<file path="src/design/csf_pkg.sv">
// Shared types, constants and the CRC step function of the CRC-16 byte-stuffed framer.
// Used by every module of the framer; depends on nothing else.
package csf_pkg;

	localparam int MAX_PAYLOAD = 1024;
	localparam int LEN_W = 11;
	localparam int FRAME_LEN_W = 12;
	localparam int CFG_INDEX_W = 2;
	localparam int QUEUE_DEPTH = 2;

	localparam logic [15:0] CRC_INIT = 16'hFFFF;
	localparam logic [15:0] CRC_POLY = 16'hA001;

	localparam logic [7:0] START_BYTE_RST = 8'h7E;
	localparam logic [7:0] ESCAPE_BYTE_RST = 8'h7D;
	localparam logic [7:0] NODE_ADDR_RST = 8'h01;

	// Configuration register indexes.
	localparam logic [CFG_INDEX_W-1:0] CFG_START_BYTE = 2'd0;
	localparam logic [CFG_INDEX_W-1:0] CFG_ESCAPE_BYTE = 2'd1;
	localparam logic [CFG_INDEX_W-1:0] CFG_NODE_ADDR = 2'd2;

	// Input operation codes, also used as command kinds in the queue.
	localparam logic OP_START = 1'b0;
	localparam logic OP_PAYLOAD = 1'b1;

	typedef struct packed {
		logic             operation;
		logic [31:0]      flags;
		logic [15:0]      sequence_req;
		logic [LEN_W-1:0] payload_len;
		logic [7:0]       payload_byte;
	} in_item_t;

	typedef struct packed {
		logic [7:0]             out_byte;
		logic                   run_last;
		logic                   frame_end;
		logic [15:0]            crc_value;
		logic [FRAME_LEN_W-1:0] frame_len;
	} out_item_t;

	typedef struct packed {
		logic [7:0] start_byte;
		logic [7:0] escape_byte;
		logic [7:0] node_addr;
	} cfg_t;

	// One classified command from the front end to the byte sequencer.
	typedef struct packed {
		logic             kind;
		logic [31:0]      flags;
		logic [15:0]      sequence_req;
		logic [LEN_W-1:0] payload_len;
		logic [7:0]       payload_byte;
		logic             last;
	} cmd_t;

	// CRC-16/MODBUS update with one byte, LSB first.
	function automatic logic [15:0] crc_feed(input logic [15:0] crc, input logic [7:0] b);
		logic [15:0] c;
		c = crc ^ {8'h00, b};
		for (int k = 0; k < 8; k++) begin
			if (c[0]) begin
				c = (c >> 1) ^ CRC_POLY;
			end else begin
				c = c >> 1;
			end
		end
		return c;
	endfunction

endpackage

</file>
<file path="src/design/crc16_byte_stuffed_framer_core.sv">
// Top level of the CRC-16 byte-stuffed framer: configuration registers, front end,
// command queue and byte sequencer. Depends on csf_pkg, csf_front, csf_queue and csf_back.
//
// Usage. A start item (operation 0) carries flags, sequence_req and payload_len and
// produces the frame header: the start byte unescaped, then the node address, flags,
// sequence and the clamped length, big-endian, each escaped when it equals the start
// or escape value. Payload items (operation 1) each produce one payload byte, and the
// last one is followed by the CRC-16/MODBUS, high byte first. With a zero length the
// CRC follows the header at once. Payload items with no frame open are dropped.
// Configuration writes go through cfg_valid/cfg_ready with cfg_index selecting
// start_byte, escape_byte or node_addr; cfg_ready is always high and writes are
// expected only while the framer is idle.
// The sequencer emits one wire byte per cycle while the output register is not stalled.
// Wire bytes per item: one or two for a payload byte, up to four more with the
// CRC, and 10 to 23 for a start item. The front end accepts one item per cycle as
// long as the two-entry command queue has room. An accepted item is first written
// into the queue; once it reaches the head, the sequencer loads its first wire byte
// into the output register. Reset clears the queue, the open-frame tracking and the
// output valid flag and loads the default configuration. When the receiver stalls,
// the output register holds its item, the sequencer waits, the queue fills and
// in_ready drops.
module crc16_byte_stuffed_framer_core (
	input  logic                            clk,
	input  logic                            arst_n,
	input  logic                            in_valid,
	output logic                            in_ready,
	input  csf_pkg::in_item_t               in_item,
	output logic                            out_valid,
	input  logic                            out_ready,
	output csf_pkg::out_item_t              out_item,
	input  logic                            cfg_valid,
	output logic                            cfg_ready,
	input  logic [csf_pkg::CFG_INDEX_W-1:0] cfg_index,
	input  logic [7:0]                      cfg_data
);

	csf_pkg::cfg_t cfg_q;
	csf_pkg::cmd_t push_cmd;
	csf_pkg::cmd_t head_cmd;
	logic          push;
	logic          queue_full;
	logic          head_valid;
	logic          cmd_pop;

	// The register file never stalls a write.
	assign cfg_ready = 1'b1;

	always_ff @(posedge clk or negedge arst_n) begin
		if (!arst_n) begin
			cfg_q.start_byte <= csf_pkg::START_BYTE_RST;
			cfg_q.escape_byte <= csf_pkg::ESCAPE_BYTE_RST;
			cfg_q.node_addr <= csf_pkg::NODE_ADDR_RST;
		end else if (cfg_valid && cfg_ready) begin
			unique case (cfg_index)
				csf_pkg::CFG_START_BYTE: cfg_q.start_byte <= cfg_data;
				csf_pkg::CFG_ESCAPE_BYTE: cfg_q.escape_byte <= cfg_data;
				csf_pkg::CFG_NODE_ADDR: cfg_q.node_addr <= cfg_data;
				// Writes to unlisted indexes are ignored.
				default: cfg_q <= cfg_q;
			endcase
		end
	end

	// Classifies items and keeps track of how many payload bytes the open frame expects.
	csf_front u_front (
		.clk        (clk),
		.arst_n     (arst_n),
		.in_valid   (in_valid),
		.in_ready   (in_ready),
		.in_item    (in_item),
		.queue_full (queue_full),
		.push       (push),
		.push_cmd   (push_cmd)
	);

	// Decouples item acceptance from byte emission.
	csf_queue u_queue (
		.clk        (clk),
		.arst_n     (arst_n),
		.push       (push),
		.push_cmd   (push_cmd),
		.full       (queue_full),
		.pop        (cmd_pop),
		.head_valid (head_valid),
		.head_cmd   (head_cmd)
	);

	// Emits one wire byte per cycle into the output register while the output is not stalled.
	csf_back u_back (
		.clk       (clk),
		.arst_n    (arst_n),
		.cfg       (cfg_q),
		.cmd_valid (head_valid),
		.cmd       (head_cmd),
		.cmd_pop   (cmd_pop),
		.out_valid (out_valid),
		.out_ready (out_ready),
		.out_item  (out_item)
	);

endmodule

</file>
<file path="src/design/csf_front.sv">
// Front end of the framer: accepts input items, clamps lengths, tracks open frames
// and drops stray payload bytes. Depends on csf_pkg.
module csf_front (
	input  logic              clk,
	input  logic              arst_n,
	input  logic              in_valid,
	output logic              in_ready,
	input  csf_pkg::in_item_t in_item,
	input  logic              queue_full,
	output logic              push,
	output csf_pkg::cmd_t     push_cmd
);

	logic [csf_pkg::LEN_W-1:0] remaining_q;
	logic [csf_pkg::LEN_W-1:0] len_clamped;
	logic                      accept;
	logic                      is_start;
	logic                      frame_live;

	assign in_ready = !queue_full;
	assign accept = in_valid && in_ready;
	assign is_start = (in_item.operation == csf_pkg::OP_START);
	assign frame_live = (remaining_q != '0);

	always_comb begin
		if (in_item.payload_len > csf_pkg::LEN_W'(csf_pkg::MAX_PAYLOAD)) begin
			len_clamped = csf_pkg::LEN_W'(csf_pkg::MAX_PAYLOAD);
		end else begin
			len_clamped = in_item.payload_len;
		end
	end

	assign push = accept && (is_start || frame_live);

	always_comb begin
		push_cmd.kind = in_item.operation;
		push_cmd.flags = in_item.flags;
		push_cmd.sequence_req = in_item.sequence_req;
		push_cmd.payload_len = len_clamped;
		push_cmd.payload_byte = in_item.payload_byte;
		push_cmd.last = (remaining_q == csf_pkg::LEN_W'(1));
	end

	// A frame is open exactly while payload bytes remain.
	always_ff @(posedge clk or negedge arst_n) begin
		if (!arst_n) begin
			remaining_q <= '0;
		end else if (accept) begin
			if (is_start) begin
				remaining_q <= len_clamped;
			end else if (frame_live) begin
				remaining_q <= remaining_q - csf_pkg::LEN_W'(1);
			end
		end
	end

endmodule

</file>
<file path="src/design/csf_queue.sv">
// Two-entry command queue between the front end and the byte sequencer.
// Depends on csf_pkg for the command type and depth.
module csf_queue (
	input  logic          clk,
	input  logic          arst_n,
	input  logic          push,
	input  csf_pkg::cmd_t push_cmd,
	output logic          full,
	input  logic          pop,
	output logic          head_valid,
	output csf_pkg::cmd_t head_cmd
);

	localparam int PTR_W = (csf_pkg::QUEUE_DEPTH > 1) ? $clog2(csf_pkg::QUEUE_DEPTH) : 1;
	localparam int CNT_W = $clog2(csf_pkg::QUEUE_DEPTH + 1);

	csf_pkg::cmd_t mem_q [csf_pkg::QUEUE_DEPTH];
	logic [PTR_W-1:0] wr_ptr_q;
	logic [PTR_W-1:0] rd_ptr_q;
	logic [CNT_W-1:0] count_q;
	logic             do_push;
	logic             do_pop;

	assign full = (count_q == CNT_W'(csf_pkg::QUEUE_DEPTH));
	assign head_valid = (count_q != '0);
	assign head_cmd = mem_q[rd_ptr_q];
	assign do_push = push && !full;
	assign do_pop = pop && head_valid;

	function automatic logic [PTR_W-1:0] ptr_inc(input logic [PTR_W-1:0] p);
		if (p == PTR_W'(csf_pkg::QUEUE_DEPTH - 1)) begin
			return '0;
		end
		return p + PTR_W'(1);
	endfunction

	always_ff @(posedge clk) begin
		if (do_push) begin
			mem_q[wr_ptr_q] <= push_cmd;
		end
	end

	always_ff @(posedge clk or negedge arst_n) begin
		if (!arst_n) begin
			wr_ptr_q <= '0;
			rd_ptr_q <= '0;
			count_q <= '0;
		end else begin
			if (do_push) begin
				wr_ptr_q <= ptr_inc(wr_ptr_q);
			end
			if (do_pop) begin
				rd_ptr_q <= ptr_inc(rd_ptr_q);
			end
			if (do_push && !do_pop) begin
				count_q <= count_q + CNT_W'(1);
			end else if (do_pop && !do_push) begin
				count_q <= count_q - CNT_W'(1);
			end
		end
	end

endmodule

</file>
<file path="src/design/csf_back.sv">
// Byte sequencer of the framer: walks each command through its wire bytes, inserts
// escapes, updates the CRC and frame length, and drives the output register. Depends on csf_pkg.
module csf_back (
	input  logic               clk,
	input  logic               arst_n,
	input  csf_pkg::cfg_t      cfg,
	input  logic               cmd_valid,
	input  csf_pkg::cmd_t      cmd,
	output logic               cmd_pop,
	output logic               out_valid,
	input  logic               out_ready,
	output csf_pkg::out_item_t out_item
);

	localparam logic [3:0] ST_SOF  = 4'd0;
	localparam logic [3:0] ST_DEV  = 4'd1;
	localparam logic [3:0] ST_FL3  = 4'd2;
	localparam logic [3:0] ST_FL2  = 4'd3;
	localparam logic [3:0] ST_FL1  = 4'd4;
	localparam logic [3:0] ST_FL0  = 4'd5;
	localparam logic [3:0] ST_SQ1  = 4'd6;
	localparam logic [3:0] ST_SQ0  = 4'd7;
	localparam logic [3:0] ST_LN1  = 4'd8;
	localparam logic [3:0] ST_LN0  = 4'd9;
	localparam logic [3:0] ST_DATA = 4'd10;
	localparam logic [3:0] ST_CRCH = 4'd11;
	localparam logic [3:0] ST_CRCL = 4'd12;

	logic [3:0]                      step_q;
	logic                            fresh_q;
	logic                            esc_sent_q;
	logic [15:0]                     crc_q;
	logic [csf_pkg::FRAME_LEN_W-1:0] cnt_q;
	logic                            out_valid_q;
	csf_pkg::out_item_t              out_item_q;

	logic [3:0]                      step;
	logic [3:0]                      step_nx;
	logic                            cmd_done;
	logic [7:0]                      cur_byte;
	logic                            need_esc;
	logic                            feeds_crc;
	logic [15:0]                     crc_fed;
	logic [csf_pkg::FRAME_LEN_W-1:0] cnt_next;
	logic                            fire;
	logic                            frame_end;

	// A command that has just reached the head starts at its first step.
	always_comb begin
		if (fresh_q) begin
			step = (cmd.kind == csf_pkg::OP_START) ? ST_SOF : ST_DATA;
		end else begin
			step = step_q;
		end
	end

	always_comb begin
		cur_byte = 8'h00;
		step_nx = ST_SOF;
		cmd_done = 1'b1;
		unique case (step)
			ST_SOF: begin
				cur_byte = cfg.start_byte;
				step_nx = ST_DEV;
				cmd_done = 1'b0;
			end
			ST_DEV: begin
				cur_byte = cfg.node_addr;
				step_nx = ST_FL3;
				cmd_done = 1'b0;
			end
			ST_FL3: begin
				cur_byte = cmd.flags[31:24];
				step_nx = ST_FL2;
				cmd_done = 1'b0;
			end
			ST_FL2: begin
				cur_byte = cmd.flags[23:16];
				step_nx = ST_FL1;
				cmd_done = 1'b0;
			end
			ST_FL1: begin
				cur_byte = cmd.flags[15:8];
				step_nx = ST_FL0;
				cmd_done = 1'b0;
			end
			ST_FL0: begin
				cur_byte = cmd.flags[7:0];
				step_nx = ST_SQ1;
				cmd_done = 1'b0;
			end
			ST_SQ1: begin
				cur_byte = cmd.sequence_req[15:8];
				step_nx = ST_SQ0;
				cmd_done = 1'b0;
			end
			ST_SQ0: begin
				cur_byte = cmd.sequence_req[7:0];
				step_nx = ST_LN1;
				cmd_done = 1'b0;
			end
			ST_LN1: begin
				cur_byte = {5'd0, cmd.payload_len[10:8]};
				step_nx = ST_LN0;
				cmd_done = 1'b0;
			end
			ST_LN0: begin
				cur_byte = cmd.payload_len[7:0];
				step_nx = ST_CRCH;
				cmd_done = (cmd.payload_len != '0);
			end
			ST_DATA: begin
				cur_byte = cmd.payload_byte;
				step_nx = ST_CRCH;
				cmd_done = !cmd.last;
			end
			ST_CRCH: begin
				cur_byte = crc_q[15:8];
				step_nx = ST_CRCL;
				cmd_done = 1'b0;
			end
			ST_CRCL: begin
				cur_byte = crc_q[7:0];
				step_nx = ST_SOF;
				cmd_done = 1'b1;
			end
			default: begin
				cur_byte = 8'h00;
				step_nx = ST_SOF;
				cmd_done = 1'b1;
			end
		endcase
	end

	// The start byte is the only one never escaped.
	assign need_esc = (step != ST_SOF) && !esc_sent_q &&
		((cur_byte == cfg.start_byte) || (cur_byte == cfg.escape_byte));
	assign feeds_crc = (step <= ST_DATA);
	assign crc_fed = csf_pkg::crc_feed((step == ST_SOF) ? csf_pkg::CRC_INIT : crc_q, cur_byte);
	assign cnt_next = (step == ST_SOF) ? csf_pkg::FRAME_LEN_W'(1)
		: cnt_q + csf_pkg::FRAME_LEN_W'(1);
	assign fire = cmd_valid && (!out_valid_q || out_ready);
	assign cmd_pop = fire && !need_esc && cmd_done;
	assign frame_end = !need_esc && (step == ST_CRCL);

	always_ff @(posedge clk or negedge arst_n) begin
		if (!arst_n) begin
			step_q <= ST_SOF;
			fresh_q <= 1'b1;
			esc_sent_q <= 1'b0;
			crc_q <= csf_pkg::CRC_INIT;
			cnt_q <= '0;
		end else if (fire) begin
			cnt_q <= cnt_next;
			if (need_esc) begin
				esc_sent_q <= 1'b1;
			end else begin
				esc_sent_q <= 1'b0;
				if (feeds_crc) begin
					crc_q <= crc_fed;
				end
				if (cmd_done) begin
					fresh_q <= 1'b1;
				end else begin
					fresh_q <= 1'b0;
					step_q <= step_nx;
				end
			end
		end
	end

	always_ff @(posedge clk or negedge arst_n) begin
		if (!arst_n) begin
			out_valid_q <= 1'b0;
		end else if (fire) begin
			out_valid_q <= 1'b1;
		end else if (out_ready) begin
			out_valid_q <= 1'b0;
		end
	end

	always_ff @(posedge clk) begin
		if (fire) begin
			out_item_q.out_byte <= need_esc ? cfg.escape_byte : cur_byte;
			out_item_q.run_last <= !need_esc && cmd_done;
			out_item_q.frame_end <= frame_end;
			out_item_q.crc_value <= frame_end ? crc_q : 16'h0000;
			out_item_q.frame_len <= frame_end ? cnt_next : '0;
		end
	end

	assign out_valid = out_valid_q;
	assign out_item = out_item_q;

endmodule

</file>
<file path="config.mk">
export PLATFORM = sky130hd
export DESIGN_NAME = crc16_byte_stuffed_framer_core
export DESIGN_NICKNAME = d
export VERILOG_FILES = /design/src/design/csf_pkg.sv /design/src/design/crc16_byte_stuffed_framer_core.sv /design/src/design/csf_front.sv /design/src/design/csf_queue.sv /design/src/design/csf_back.sv
export SDC_FILE = /design/constraint.sdc
export NUM_CORES = 1
export LEC_CHECK = 0
export BUFFER_PORTS_ARGS = -buffer_cell sky130_fd_sc_hd__buf_2
export CORE_MARGIN = 4
export CORE_UTILIZATION = 35
export CTS_CLUSTER_SIZE = 28
export DETAILED_ROUTE_END_ITERATION = 8
export PLACE_DENSITY = 0.49
export SYNTH_ARGS = -nofsm -noshare
export SYNTH_HDL_FRONTEND = slang
export SYNTH_SLANG_ARGS = --single-unit
</file>
<file path="constraint.sdc">
create_clock -name clk -period 11.55 [get_ports clk]
set_clock_uncertainty 0.15 [all_clocks]
set_input_delay 1.7325 -clock clk [delete_from_list [all_inputs] [get_ports clk]]
set_output_delay 1.7325 -clock clk [all_outputs]
set_load 0.05 [all_outputs]
</file>
==> impl_metrics.env <==
export IMPL_status="finished, final reports clean"
export IMPL_comb_power_share=0.449
export IMPL_vias=7269
export IMPL_finalPower_mw=4.39
export IMPL_clk_latency_ns=0.53
export IMPL_slew_headroom=0.354
export IMPL_synthToLayoutAreaGrowth_pct=17.0
export IMPL_ys_warn_count=0
export IMPL_ys_seq_area_frac=0.622
export IMPL_grt_pass1_wl_mm=44.3
export IMPL_leakagePower_nw=5.27
export IMPL_swShare=0.387
export IMPL_synthFlopType="edfxtp_1"
export IMPL_wl_mm=29.1
export IMPL_p_clk_frac=0.205
export IMPL_rsz0062_at_grt="false"
export IMPL_dieWidth_um=189
export IMPL_synth_top_area_share=0.458
export IMPL_criticalPathCategory="flop to flop"
export IMPL_grt_total_usage=0.159
export IMPL_pwr_share_seq=0.347
export IMPL_num_io_pins=124
export IMPL_n_fill_cell=3132
export IMPL_muxShareOfSynthArea=0.104
export IMPL_max_freq_mhz=193
export IMPL_netlist_area_um2=11500
export IMPL_syn_inst=854
export IMPL_post_route_min_period_ns=5.19
export IMPL_netlist_top_cells_area="edfxtp_1, dfrtp_1, dfstp_2, mux2i_1, mux2_2"
export IMPL_wire_per_inst_um=20.3
export IMPL_crit_path_start_kind="flop"
export IMPL_synth_nets=941
export IMPL_drt_first_pass_iters=5
export IMPL_synth_cell_types=73
export IMPL_synth_compound_area_frac=0.0895
export IMPL_drt_iter0_markers=448
export IMPL_worst_pin_slew_ns=0.969
export IMPL_ir_drop_mv=0.174
export IMPL_dp_slack_ns=6.32
export IMPL_core_area_um2=32500
export IMPL_synth_top_family_by_area="simple AND/OR/NAND/NOR gates"
export IMPL_regArea_um2=7180
export IMPL_grt_max_degree=70
export IMPL_required_ns=11.69
export IMPL_antenna_found_initial=0
export IMPL_whs_ns=0.359
export IMPL_postCtsHoldBufs=0
export IMPL_dieHeight_um=189
export IMPL_ys_ff_latch=250
export IMPL_nets=1061
export IMPL_arrival_ns=5.33
export IMPL_first_global_vias=7225
export IMPL_power_density_nw_per_um2=325
export IMPL_rows=66
export IMPL_die_area_um2=35900
export IMPL_worst_slack_ns=6.36
export IMPL_multiInputGateArea_um2=4080
export IMPL_setup_viol=0
export IMPL_synthXorXnorAreaFrac=0.0481
export IMPL_antenna_cells=0
export IMPL_synthAdderAreaFrac=0.00434
export IMPL_portBuffers=122
export IMPL_holdCritPathClass="flop to flop"
export IMPL_async_reset_ff_frac=0.296
export IMPL_cts_tree="done"
export IMPL_dpl_hpwl_mm=20.5
export IMPL_crit_path_end_kind="flop"
export IMPL_synth_top_area_cell="edfxtp_1"
export IMPL_synth_edff_count=176
export IMPL_ant_nets=0
export IMPL_maxSlewViolCount=0
export IMPL_via_per_inst=5.06
export IMPL_htree_levels=1
export IMPL_p_switching_mw=1.70
export IMPL_worstPathMaxFanout=51
export IMPL_internal_power_mw=2.69
export IMPL_cts_resized=0
export IMPL_start_util=0.354
export IMPL_layout_drive_gt1_share=0.277
export IMPL_numCtsBuffers=28
export IMPL_synthSimpleGateAreaFrac=0.107
export IMPL_drc=0
export IMPL_clk_path_buf_depth=3
export IMPL_grt_overflow_total=0
export IMPL_cts_setup_buffers=0
export IMPL_finalSetupTns_ns=0
export IMPL_cts_root_buf="clkbuf_16"
export IMPL_gp_congestion=0.894
export IMPL_clk_pin_slew_worst_paths_ns=0.06
export IMPL_cap_violations=0
export IMPL_cts_sink_count=250
export IMPL_period_share=0.449
export IMPL_avgSynthCellArea_um2=13.5
export IMPL_hold_viol=0
layout by cell type (no fill, tap or decap), types with 9 or more instances in the layout:
master,netlist,layout
mux2i_1,62,62
and3_1,38,38
dfstp_2,30,30
inv_1,11,10
nor2_1,36,35
nand3_1,12,12
clkbuf_16,0,30
buf_4,6,11
nor2b_1,14,14
o21ai_0,41,41
dfrtp_1,44,43
mux2_2,37,37
xnor2_1,37,37
nor3_1,15,15
nor4_1,9,9
a21oi_1,26,26
edfxtp_1,176,176
xor2_1,20,20
o22ai_1,17,17
nand2_1,56,56
buf_2,11,121
metrics by stage:
stage                     std cells   util  instance area, um2
after floorplan                 854      -               11500
after global placement         1386  0.385               12500
after detailed placement       1386  0.385               12500
after CTS                      1437  0.415               13500
after global routing           1437  0.415               13500
final                          1437  0.415               13500
final timing paths:
| check | startpoint | to | slack (ns) | cells past startpoint |
|---|---|---|---|---|
| max reg2reg | u_queue.rd_ptr_q | u_back.out_item[1] | 6.36 | 10 |
| min | u_back.esc_sent_q | u_back.esc_sent_q | 0.36 | 2 |
| max | u_queue.rd_ptr_q | u_back.out_item[1] | 6.36 | 10 |
| max in group asynchronous | arst_n | u_queue.rd_ptr_q | 9.20 | 2 |
| min reg2reg | u_back.esc_sent_q | u_back.esc_sent_q | 0.36 | 2 |
| min in group asynchronous | arst_n | u_front.remaining_q[5] | 0.86 | 1 |
power groups by stage:
stage,combinational (mW),clock [mW],sequential [mW]
floorplan,1.45,0,1.62
global placement,2.00,0,1.54
detailed placement,1.99,0,1.54
CTS,2.00,0.924,1.52
global route,2.15,0.966,1.55
finish,1.97,0.898,1.52
cell usage after synthesis (4+ instances only):
| cell type | count |
|---|---|
| o32ai_1 | 6 |
| dfstp_2 | 30 |
| and3_1 | 38 |
| nor3_1 | 15 |
| xor2_1 | 20 |
| xnor2_1 | 37 |
| nand4_1 | 5 |
| mux2_2 | 37 |
| a22oi_1 | 7 |
| nor4_1 | 9 |
| nor2b_1 | 14 |
| clkbuf_1 | 19 |
| nand2_1 | 56 |
| buf_4 | 6 |
| dfrtp_1 | 44 |
| mux2_4 | 7 |
| edfxtp_1 | 176 |
| a21o_1 | 5 |
| nand2b_1 | 8 |
| nor2_1 | 36 |
| buf_2 | 11 |
| ha_1 | 4 |
| nand3_1 | 12 |
| mux2i_1 | 62 |
| o21ai_0 | 41 |
| mux2_1 | 5 |
| nand3b_1 | 4 |
| a221oi_1 | 4 |
| inv_1 | 11 |
| buf_6 | 6 |
| a21oi_1 | 26 |
| o22ai_1 | 17 |
| and2_1 | 6 |
| o31a_1 | 5 |
| a22o_1 | 8 |
state kept, by name (all words and copies together), names as in the netlist:
register             flops
u_back.step_q            4
u_back.esc_sent_q        1
u_back.out_item         38
u_queue.count_q          2
u_back.out_valid         1
cfg_q                   24
u_back.cnt_q            12
u_back.fresh_q           1
u_queue.rd_ptr_q         1
u_back.crc_q            16
u_front.remaining_q     11
u_queue.wr_ptr_q         1
u_queue.mem_q          138
cells by family (layout without fill, tap and decap cells):
family | after synthesis | in the layout
buf+inv | 54 | 195
mux | 111 | 111
other cells | 1 | 1
simple gates | 225 | 225
flops | 250 | 250
fa+ha+maj | 4 | 4
compound gates | 149 | 149
xor+xnor | 60 | 60
worst max-delay path, cell delays in order, from the launching register on:
cell	delay, ns
dfrtp_4	0.66
buf_4	0.73
mux2_2	0.43
a221oi_1	0.35
nand4_1	0.45
xor2_1	0.28
or4_1	0.56
o22ai_2	0.21
nand2b_1	0.47
and2_1	0.37
and3_1	0.18
cell type report:
class	instances	share of cell area
Clock buffer	37	0.0591
Clock inverter	14	0.0111
Inverter	12	0.00334
Multi-Input combinational cell	550	0.302
Sequential cell	250	0.532
Tap cell	442	0.0410
Timing Repair Buffer	132	0.0510
layer usage:
layer  global-route usage  vias up  share of wire
met3               0.0302       60          0.055
met1                0.222     3546           0.45
met5                    0        -              0
met4               0.0454        0          0.030
li1                     -     3461              -
met2                0.255      202           0.46
No activity file was read; power rests on OpenSTA's default activity.
